===== src/aes_pkg.sv =====
// Shared types and constants for the ARM-style execute stage.
package aes_pkg;

   localparam int unsigned WordWidth = 32;
   localparam int unsigned QueueDepth = 4;

   typedef enum logic [1:0] {
      KIND_MUL    = 2'd0,
      KIND_DATA   = 2'd1,
      KIND_MEM    = 2'd2,
      KIND_BRANCH = 2'd3
   } kind_type;

   typedef enum logic [1:0] {
      SH_LSL = 2'd0,
      SH_LSR = 2'd1,
      SH_ASR = 2'd2,
      SH_ROR = 2'd3
   } shift_type;

   typedef enum logic [3:0] {
      OP_AND = 4'd0, OP_EOR = 4'd1, OP_SUB = 4'd2, OP_RSB = 4'd3,
      OP_ADD = 4'd4, OP_ADC = 4'd5, OP_SBC = 4'd6, OP_RSC = 4'd7,
      OP_TST = 4'd8, OP_TEQ = 4'd9, OP_CMP = 4'd10, OP_CMN = 4'd11,
      OP_ORR = 4'd12, OP_MOV = 4'd13, OP_BIC = 4'd14, OP_MVN = 4'd15
   } opcode_type;

   // Classified request handed from the front part to the back part.
   typedef struct packed {
      kind_type    kind;
      logic [31:0] instruction;
      logic [31:0] operand_first;
      logic [31:0] accumulate_value;
      logic [31:0] multiplicand;
      logic [31:0] operand_two;
      logic        shift_carry;
      logic [3:0]  flags_in;
   } work_type;

   typedef struct packed {
      logic [31:0] alu_out;
      logic        write_back;
      logic [31:0] updated_base;
      logic        link_flag;
      logic [3:0]  flags_out;
   } result_type;

endpackage


===== src/aes_front.sv =====
// Front part: accepts requests and resolves the barrel shifter operand.
module aes_front import aes_pkg::*; (
   input  logic        clock,
   input  logic        reset,
   input  logic        in_valid,
   output logic        in_ready,
   input  logic [1:0]  kind,
   input  logic [31:0] instruction,
   input  logic [31:0] operand_first,
   input  logic [31:0] accumulate_value,
   input  logic [31:0] multiplicand,
   input  logic [31:0] second_source,
   input  logic [7:0]  shift_source_byte,
   input  logic [3:0]  flags_in,
   output logic        out_valid,
   input  logic        out_ready,
   output work_type    out_work
);

   logic     valid_ff, valid_in;
   work_type work_ff, work_in;

   logic [31:0] rm, op2, lsl_r, lsr_r, asr_r, ror_r, rot_imm;
   logic [8:0]  amount;
   logic [4:0]  amt5, rot;
   logic        cin, sc, sign, shift_c, lsl_c, lsr_c, asr_c, ror_c;
   logic [1:0]  sh;

   assign in_ready  = !valid_ff || out_ready;
   assign out_valid = valid_ff;
   assign out_work  = work_ff;

   always_comb begin
      rm   = second_source;
      cin  = flags_in[1];
      sign = rm[31];
      sh   = instruction[6:5];
      // Immediate amount zero means 32 for LSR and ASR; ROR zero is RRX.
      if (instruction[4] && kind == KIND_DATA) begin
         amount = {1'b0, shift_source_byte};
      end else if (instruction[11:7] == 5'd0 &&
                   (sh == SH_LSR || sh == SH_ASR)) begin
         amount = 9'd32;
      end else begin
         amount = {4'd0, instruction[11:7]};
      end
      amt5  = amount[4:0];
      lsl_r = rm << amt5;
      // For a nonzero amount the last bit shifted out sits at 32 minus the amount.
      lsl_c = (amt5 == 5'd0) ? rm[0] : rm[5'd0 - amt5];
      lsr_r = rm >> amt5;
      lsr_c = rm[amt5 - 5'd1];
      asr_r = $signed(rm) >>> amt5;
      ror_r = (rm >> amt5) | (rm << (6'd32 - {1'b0, amt5}));
      ror_c = (amt5 == 5'd0) ? sign : rm[amt5 - 5'd1];
      asr_c = rm[amt5 - 5'd1];
      if (amount == 9'd0) begin
         op2 = rm; shift_c = cin;
         if (!(instruction[4] && kind == KIND_DATA) && sh == SH_ROR) begin
            op2 = {cin, rm[31:1]}; shift_c = rm[0];
         end
      end else begin
         unique case (shift_type'(sh))
            SH_LSL: begin
               if (amount < 9'd32) begin op2 = lsl_r; shift_c = lsl_c; end
               else begin op2 = '0; shift_c = (amount == 9'd32) ? rm[0] : 1'b0; end
            end
            SH_LSR: begin
               if (amount < 9'd32) begin op2 = lsr_r; shift_c = lsr_c; end
               else begin op2 = '0; shift_c = (amount == 9'd32) ? sign : 1'b0; end
            end
            SH_ASR: begin
               if (amount < 9'd32) begin op2 = asr_r; shift_c = asr_c; end
               else begin op2 = {32{sign}}; shift_c = sign; end
            end
            SH_ROR: begin
               op2 = (amt5 == 5'd0) ? rm : ror_r; shift_c = ror_c;
            end
         endcase
      end
      rot     = {instruction[11:8], 1'b0};
      rot_imm = ({24'd0, instruction[7:0]} >> rot) |
                ({24'd0, instruction[7:0]} << (6'd32 - {1'b0, rot}));
      sc = shift_c;
      if (kind == KIND_DATA && instruction[25]) begin
         op2 = (rot == 5'd0) ? {24'd0, instruction[7:0]} : rot_imm;
         sc  = (rot == 5'd0) ? cin : op2[31];
      end else if (kind == KIND_MEM && !instruction[25]) begin
         op2 = {20'd0, instruction[11:0]};
      end else if (kind == KIND_MUL) begin
         op2 = rm;
      end
      work_in                  = work_ff;
      work_in.kind             = kind_type'(kind);
      work_in.instruction      = instruction;
      work_in.operand_first    = operand_first;
      work_in.accumulate_value = accumulate_value;
      work_in.multiplicand     = multiplicand;
      work_in.operand_two      = op2;
      work_in.shift_carry      = sc;
      work_in.flags_in         = flags_in;
      valid_in = valid_ff;
      if (in_ready) valid_in = in_valid;
   end

   always_ff @(posedge clock) begin
      if (reset) begin
         valid_ff <= 1'b0;
      end else begin
         valid_ff <= valid_in;
      end
      if (in_valid && in_ready) work_ff <= work_in;
   end

endmodule


===== src/aes_queue.sv =====
// Short first-in first-out queue of classified requests.
module aes_queue import aes_pkg::*; #(
   parameter int unsigned Depth = QueueDepth
) (
   input  logic     clock,
   input  logic     reset,
   input  logic     push,
   output logic     full,
   input  work_type push_data,
   input  logic     pop,
   output logic     empty,
   output work_type pop_data
);

   localparam int unsigned AddrWidth = (Depth > 1) ? $clog2(Depth) : 1;

   work_type               slot_ff [Depth];
   logic [AddrWidth-1:0]   wr_ff, wr_in, rd_ff, rd_in;
   logic [AddrWidth:0]     count_ff, count_in;

   assign full     = count_ff == (AddrWidth+1)'(Depth);
   assign empty    = count_ff == '0;
   assign pop_data = slot_ff[rd_ff];

   always_comb begin
      wr_in    = wr_ff;
      rd_in    = rd_ff;
      count_in = count_ff;
      if (push && !full) begin
         wr_in = (wr_ff == AddrWidth'(Depth - 1)) ? '0 : wr_ff + 1'b1;
      end
      if (pop && !empty) begin
         rd_in = (rd_ff == AddrWidth'(Depth - 1)) ? '0 : rd_ff + 1'b1;
      end
      if ((push && !full) && !(pop && !empty)) count_in = count_ff + 1'b1;
      if (!(push && !full) && (pop && !empty)) count_in = count_ff - 1'b1;
   end

   always_ff @(posedge clock) begin
      if (reset) begin
         wr_ff    <= '0;
         rd_ff    <= '0;
         count_ff <= '0;
      end else begin
         wr_ff    <= wr_in;
         rd_ff    <= rd_in;
         count_ff <= count_in;
      end
      if (push && !full) slot_ff[wr_ff] <= push_data;
   end

   assert property (@(posedge clock) disable iff (reset)
      count_ff <= (AddrWidth+1)'(Depth))
      else $error("queue count beyond depth");
   assert property (@(posedge clock) disable iff (reset)
      (push && !full && !pop) |=> !empty)
      else $error("queue empty after a push");
   assert property (@(posedge clock) disable iff (reset)
      (empty && !push) |=> empty)
      else $error("queue filled without a push");

endmodule


===== src/aes_back.sv =====
// Back part: multiplier, ALU, address generation and branch offset.
module aes_back import aes_pkg::*; (
   input  logic       clock,
   input  logic       reset,
   input  logic       in_valid,
   output logic       in_ready,
   input  work_type   in_work,
   output logic       out_valid,
   input  logic       out_ready,
   output result_type out_result
);

   logic       valid_ff, valid_in;
   result_type res_ff, res_in;

   logic [31:0] op1, op2, x, y, sum_r, lres, base, boff;
   logic [32:0] sum;
   logic        c, logic_op, sbit, cin;
   logic [3:0]  fl;

   assign in_ready   = !valid_ff || out_ready;
   assign out_valid  = valid_ff;
   assign out_result = res_ff;

   always_comb begin
      op1  = in_work.operand_first;
      op2  = in_work.operand_two;
      sbit = in_work.instruction[20];
      cin  = in_work.flags_in[1];
      fl   = in_work.flags_in;
      x = op1; y = op2; c = 1'b0; logic_op = 1'b0; lres = '0;
      res_in = '0;
      res_in.write_back = 1'b1;
      unique case (opcode_type'(in_work.instruction[24:21]))
         OP_AND, OP_TST: begin lres = op1 & op2; logic_op = 1'b1; end
         OP_EOR, OP_TEQ: begin lres = op1 ^ op2; logic_op = 1'b1; end
         OP_SUB, OP_CMP: begin y = ~op2; c = 1'b1; end
         OP_RSB: begin x = op2; y = ~op1; c = 1'b1; end
         OP_ADD, OP_CMN: begin c = 1'b0; end
         OP_ADC: begin c = cin; end
         OP_SBC: begin y = ~op2; c = cin; end
         OP_RSC: begin x = op2; y = ~op1; c = cin; end
         OP_ORR: begin lres = op1 | op2; logic_op = 1'b1; end
         OP_MOV: begin lres = op2; logic_op = 1'b1; end
         OP_BIC: begin lres = op1 & ~op2; logic_op = 1'b1; end
         OP_MVN: begin lres = ~op2; logic_op = 1'b1; end
      endcase
      sum   = {1'b0, x} + {1'b0, y} + {32'd0, c};
      sum_r = sum[31:0];
      base  = in_work.instruction[23] ? op1 + op2 : op1 - op2;
      boff  = {{6{in_work.instruction[23]}}, in_work.instruction[23:0], 2'b00} + 32'd4;
      unique case (in_work.kind)
         KIND_MUL: begin
            res_in.alu_out = in_work.multiplicand * op2 +
                             (in_work.instruction[21] ? in_work.accumulate_value : 32'd0);
            if (sbit) fl = {res_in.alu_out[31], res_in.alu_out == 32'd0, fl[1:0]};
         end
         KIND_DATA: begin
            if (in_work.instruction[24:23] == 2'b10) res_in.write_back = 1'b0;
            if (logic_op) begin
               res_in.alu_out = lres;
               if (sbit) fl = {lres[31], lres == 32'd0, in_work.shift_carry, fl[0]};
            end else begin
               res_in.alu_out = sum_r;
               if (sbit) fl = {sum_r[31], sum_r == 32'd0, sum[32],
                               ~(x[31] ^ y[31]) & (x[31] ^ sum_r[31])};
            end
         end
         KIND_MEM: begin
            res_in.write_back   = 1'b0;
            res_in.updated_base = base;
            res_in.alu_out      = in_work.instruction[24] ? base : op1;
         end
         KIND_BRANCH: begin
            res_in.write_back = 1'b0;
            res_in.alu_out    = boff;
            res_in.link_flag  = in_work.instruction[24];
         end
      endcase
      res_in.flags_out = fl;
      valid_in = valid_ff;
      if (in_ready) valid_in = in_valid;
   end

   always_ff @(posedge clock) begin
      if (reset) begin
         valid_ff <= 1'b0;
      end else begin
         valid_ff <= valid_in;
      end
      if (in_valid && in_ready) res_ff <= res_in;
   end

   assert property (@(posedge clock) disable iff (reset)
      (valid_ff && !out_ready) |=> valid_ff)
      else $error("result dropped while stalled");
   assert property (@(posedge clock) disable iff (reset)
      (valid_ff && res_ff.link_flag) |-> !res_ff.write_back)
      else $error("link set on a register write");
   assert property (@(posedge clock) disable iff (reset)
      (in_valid && in_ready) |=> valid_ff)
      else $error("accepted request lost");

endmodule


===== src/arm_execute_stage_top.sv =====
// Throughput: one request per cycle while pop stays high; front register, queue and back
// register each pass one request a cycle, and the queue absorbs stalls between the two parts.
// The multiplier and the ALU adder in the back register set the critical path.
// Synchronous active-high reset empties the registers and the queue; no clearing pass.
module arm_execute_stage_top import aes_pkg::*; #(
   parameter int unsigned QDepth = QueueDepth
) (
   input  logic        clock,
   input  logic        reset,
   input  logic        push,
   output logic        full,
   input  logic [1:0]  req_kind,
   input  logic [31:0] req_instruction,
   input  logic [31:0] req_operand_first,
   input  logic [31:0] req_accumulate_value,
   input  logic [31:0] req_multiplicand,
   input  logic [31:0] req_second_source,
   input  logic [7:0]  req_shift_source_byte,
   input  logic [3:0]  req_flags_in,
   output logic        empty,
   input  logic        pop,
   output logic [31:0] rsp_alu_out,
   output logic        rsp_write_back,
   output logic [31:0] rsp_updated_base,
   output logic        rsp_link_flag,
   output logic [3:0]  rsp_flags_out
);

   logic       front_valid, front_ready, q_full, q_empty, back_ready, back_valid;
   logic       in_ready;
   work_type   front_work, q_work;
   result_type result;

   assign full  = !in_ready;
   assign empty = !back_valid;
   assign front_ready = !q_full;

   aes_front u_front (
      .clock, .reset,
      .in_valid(push), .in_ready,
      .kind(req_kind), .instruction(req_instruction),
      .operand_first(req_operand_first), .accumulate_value(req_accumulate_value),
      .multiplicand(req_multiplicand), .second_source(req_second_source),
      .shift_source_byte(req_shift_source_byte), .flags_in(req_flags_in),
      .out_valid(front_valid), .out_ready(front_ready), .out_work(front_work)
   );

   aes_queue #(.Depth(QDepth)) u_queue (
      .clock, .reset,
      .push(front_valid), .full(q_full), .push_data(front_work),
      .pop(back_ready), .empty(q_empty), .pop_data(q_work)
   );

   aes_back u_back (
      .clock, .reset,
      .in_valid(!q_empty), .in_ready(back_ready), .in_work(q_work),
      .out_valid(back_valid), .out_ready(pop), .out_result(result)
   );

   assign rsp_alu_out      = result.alu_out;
   assign rsp_write_back   = result.write_back;
   assign rsp_updated_base = result.updated_base;
   assign rsp_link_flag    = result.link_flag;
   assign rsp_flags_out    = result.flags_out;

endmodule


===== config.mk =====
export PLATFORM = sky130hd
export DESIGN_NAME = arm_execute_stage_top
export DESIGN_NICKNAME = d
export VERILOG_FILES = /design/src/aes_pkg.sv /design/src/aes_front.sv /design/src/aes_queue.sv /design/src/aes_back.sv /design/src/arm_execute_stage_top.sv
export SDC_FILE = /design/constraint.sdc
export NUM_CORES = 2
export LEC_CHECK = 0
export BUFFER_PORTS_ARGS = -buffer_cell sky130_fd_sc_hd__buf_2
export CELL_PAD_IN_SITES_DETAIL_PLACEMENT = 1
export CELL_PAD_IN_SITES_GLOBAL_PLACEMENT = 1
export CORE_ASPECT_RATIO = 1.2
export CORE_MARGIN = 2
export CORE_UTILIZATION = 40
export DETAILED_ROUTE_END_ITERATION = 16
export GPL_ROUTABILITY_DRIVEN = 0
export GPL_TIMING_DRIVEN = 0
export PLACE_DENSITY_LB_ADDON = 0.1
export SLEW_MARGIN = 5
export SYNTH_ARGS = -nofsm -noshare
export SYNTH_HDL_FRONTEND = slang
export SYNTH_SLANG_ARGS = --single-unit

===== constraint.sdc =====
create_clock -name clock -period 9.5 [get_ports clock]
set_clock_uncertainty 0.2 [all_clocks]
set_input_delay 0.475 -clock clock [delete_from_list [all_inputs] [get_ports clock]]
set_output_delay 0.475 -clock clock [all_outputs]
set_load 0.005 [all_outputs]

==> results by group <==
Yosys
  • Commonest cells post-synth: edfxtp_1 (870), nand2_1 (686), inv_1 (601)
  • Post-synth top area share: 39.9%
  • Largest family of logic cells by synthesized area: adder cells
  • Most frequent cell after synthesis: edfxtp_1
  • Post-Syn Instances: 6112
  • Synth area leader: edfxtp_1
  • Compound-cell area share of the yosys netlist: 11.2%
  • Yosys cell types: 97
  • Seq/Total Area, Yosys: 40.2%
  • Ys async rst share: 0%
  • Synth Area in Simple Gates: 11.6%
  • Syn_nets: 6965
  • Top FF cell, synth: edfxtp_1
  • Yosys warns: 0
  • Synth top area cells: edfxtp_1 (40%), fa_1 (14%), mux4_2 (5.7%)
  • Post-synthesis adder-cell area fraction: 18.0%
  • Flops & latches, synth: 881
  • EDFF count, synth: 870
  • Post-synthesis area per instance: 10.7 sq um
  • Mux cell area share after synthesis: 9.89%
  • Cell Area, Synth: 65500 sq um
  • XOR/XNOR Fraction of Synth Area: 3.06%

Global route
  • Vias in the first global route: 56200
  • GRT Resource Usage Total: 34.9%
  • Largest net degree at the start of global routing: 49
  • Total congestion overflow: 0
  • Initial antenna violation count: 10
  • First-pass GRT wire length: 415 mm

Drt
  • DR WL/cell: 33.1 um
  • Wirelength, routed: 295 mm
  • Vias per cell: 6.14
  • Via count: 54800
  • DRC: 0
  • Starting DRT DRC Count: 6234
  • Pre-antenna DRT Iters: 8
  • Post-route ant nets: 0

Clock tree
  • Register clock-pin slew on the reported worst setup and hold paths: 0.06 ns
  • Clock Path Buffers: 3
  • CTS tree: built
  • Worst-skew pair later-pin latency: 0.75 ns
  • Root buffer cell: clkbuf_16
  • H-tree depth: 3
  • CTS buffer count: 89
  • Clock Sinks: 881

STA
  • Max Slew Vio Count: 1
  • Slew @ Worst Pin: 1.49 ns
  • Fmax achieved: 0.0977 GHz
  • Min Tclk post-route: 10.24 ns
  • Worst Slack Setup Final: -0.740 ns
  • Tcrit/Tclk final: 108%
  • Final setup fails: 5
  • Slew margin rel.: -2.35%
  • Final Hold Viols: 0
  • RSZ-0062 raised after global routing: yes

Place
  • IO buf count: 232
  • Dpl ws: -3.45 ns
  • HPWL Detailed: 224 mm
  • Inst Count DP: 8498

Worst setup path
  • Worst-path cell with the longest stage delay: clkbuf_1
  • CP required: 9.85 ns
  • Type of origin of the critical path: flip-flop
  • Setup crit end kind: flip-flop
  • CP Class: reg2reg
  • Critical path fanouts, max: 10
  • Critical Path AT: 10.59 ns
  • Most common cell on crit path: fa_1
  • Max incr delay on CP: 0.75 ns

Die
  • Core area: 163000 sq um
  • Placement row count: 162
  • Ports: 250
  • Die area: 167000 sq um
  • Die X-Extent: 373 um
  • Initial core utilization: 40.3%
  • Die Height: 447 um

Finish
  • Reg area: 26400 sq um
  • Fillers: 17700
  • Nets: 7563
  • Synth-to-layout area growth: 17.6%
  • Final non-filler cell total: 8926
  • Multi-input gate area: 36200 sq um
  • Finished Core Util: 47.4%
  • Layout cells sized above 1: 15.7%

Hold path
  • Hold Crit Class: in2reg

Flow run
  • Max_cap viols: 1

Outcome
  • Failing checks: max-capacitance violations, max-slew violations, negative setup slack
  • Status: finished, violations left
## layer usage
metal / wire length, um / GRT usage [%] / vias to the layer above
met1: 111000 / 42.3 / 28100
met5: 215 / 0.552 / -
met3: 22100 / 6.13 / 999
li1: - / - / 22800
met2: 136000 / 56.1 / 2877
met4: 25800 / 25.7 / 12
## placed cells by master (no fill, tap or decap), types with 53 or more instances in the layout
cell type and count:
mux2i_1 212, a31oi_1 62, xnor2_1 148, a211oi_1 53, nand3_1 118, nand2_1 680, edfxtp_1 870, xor2_1 59
buf_4 135, o21ai_0 294, mux4_2 166, nor2_1 587, inv_1 574, and2_1 65, nor3_1 71, clkbuf_1 219
dlygate4sd3_1 132, ha_1 218, buf_2 272, clkbuf_16 92, a21oi_1 261, fa_1 427
## sequential cells by signal, indices dropped and copies added, names as in the netlist, named ones only
register,flops
u_back.out_result,70
u_back.out_valid,1
u_front.out_valid,1
u_front.out_work,160
u_queue.count_ff,3
u_queue.rd_ff,2
u_queue.slot_ff,640
u_queue.wr_ff,2
## logic make-up (layout without fill, tap and decap cells)
kind of cell             count (synthesis)  count (layout)
adder cells (fa/ha/maj)                675             675
XOR/XNOR                               223             223
AND/OR/NAND/NOR                       1748            1748
flip-flops                             881             881
other                                    0              13
multiplexers                           429             429
buffers and inverters                 1008            1677
AO/OA/AOI/OAI                         1148            1148
## layout make-up
| cell class | count | area share (%) |
|---|---|---|
| Clock inverter | 55 | 0.783 |
| Timing Repair Buffer | 532 | 5.66 |
| Clock buffer | 107 | 2.98 |
| Tap cell | 2132 | 3.46 |
| Buffer | 370 | 2.86 |
| Multi-Input combinational cell | 4223 | 46.9 |
| Sequential cell | 881 | 34.2 |
| Inverter | 613 | 3.06 |
| Antenna cell | 13 | 0.0422 |
## worst max-delay path: cells and delay by family, from the launching register on
| family | cells | cell delay (ns) |
|---|---|---|
| buffers and inverters | 9 | 1.65 |
| DFF | 1 | 0.40 |
| adders and majority gates | 9 | 4.22 |
| muxes | 1 | 0.51 |
| and+or+nand+nor | 4 | 1.38 |
| AOI/OAI and AO/OA | 7 | 1.39 |
| xor gates and xnor gates | 1 | 0.26 |
## what timing repair did
action / CTS / global route
setup endpoints to repair: 26 / 14
endpoints found under the hold margin: 134 / 0
resized for setup: 285 / 103
hold buffers: 132 / 0
pin swaps: 59 / 50
setup buffers: 94 / 50
gates cloned: 3 / 0
## metrics by stage
stage,setup TNS [ns],cell area [sq um],hold slack (ns)
after floorplan,0,65800,0.245
after global routing,-2.48,77000,0.204
after CTS,-1.36,76300,0.168
final,-1.75,77000,0.223
after detailed placement,-50.14,70200,0.279
after global placement,-661.10,69600,0.269
## final timing paths
kind	from	to	slack [ns]	cells after the start
setup / recovery	flip-flop	u_back.out_result[2]	-0.74	31
hold / removal	req_instruction[17]	u_front.out_work[150]	0.22	2
setup reg to reg	flip-flop	u_back.out_result[2]	-0.74	31
hold reg to reg	u_front.out_work[130]	u_queue.slot_ff[2][130]	0.27	0
Power is left out: the tool's default activity adds up to more than one toggle a clock period on the data nets, which glitch-free logic cannot reach.
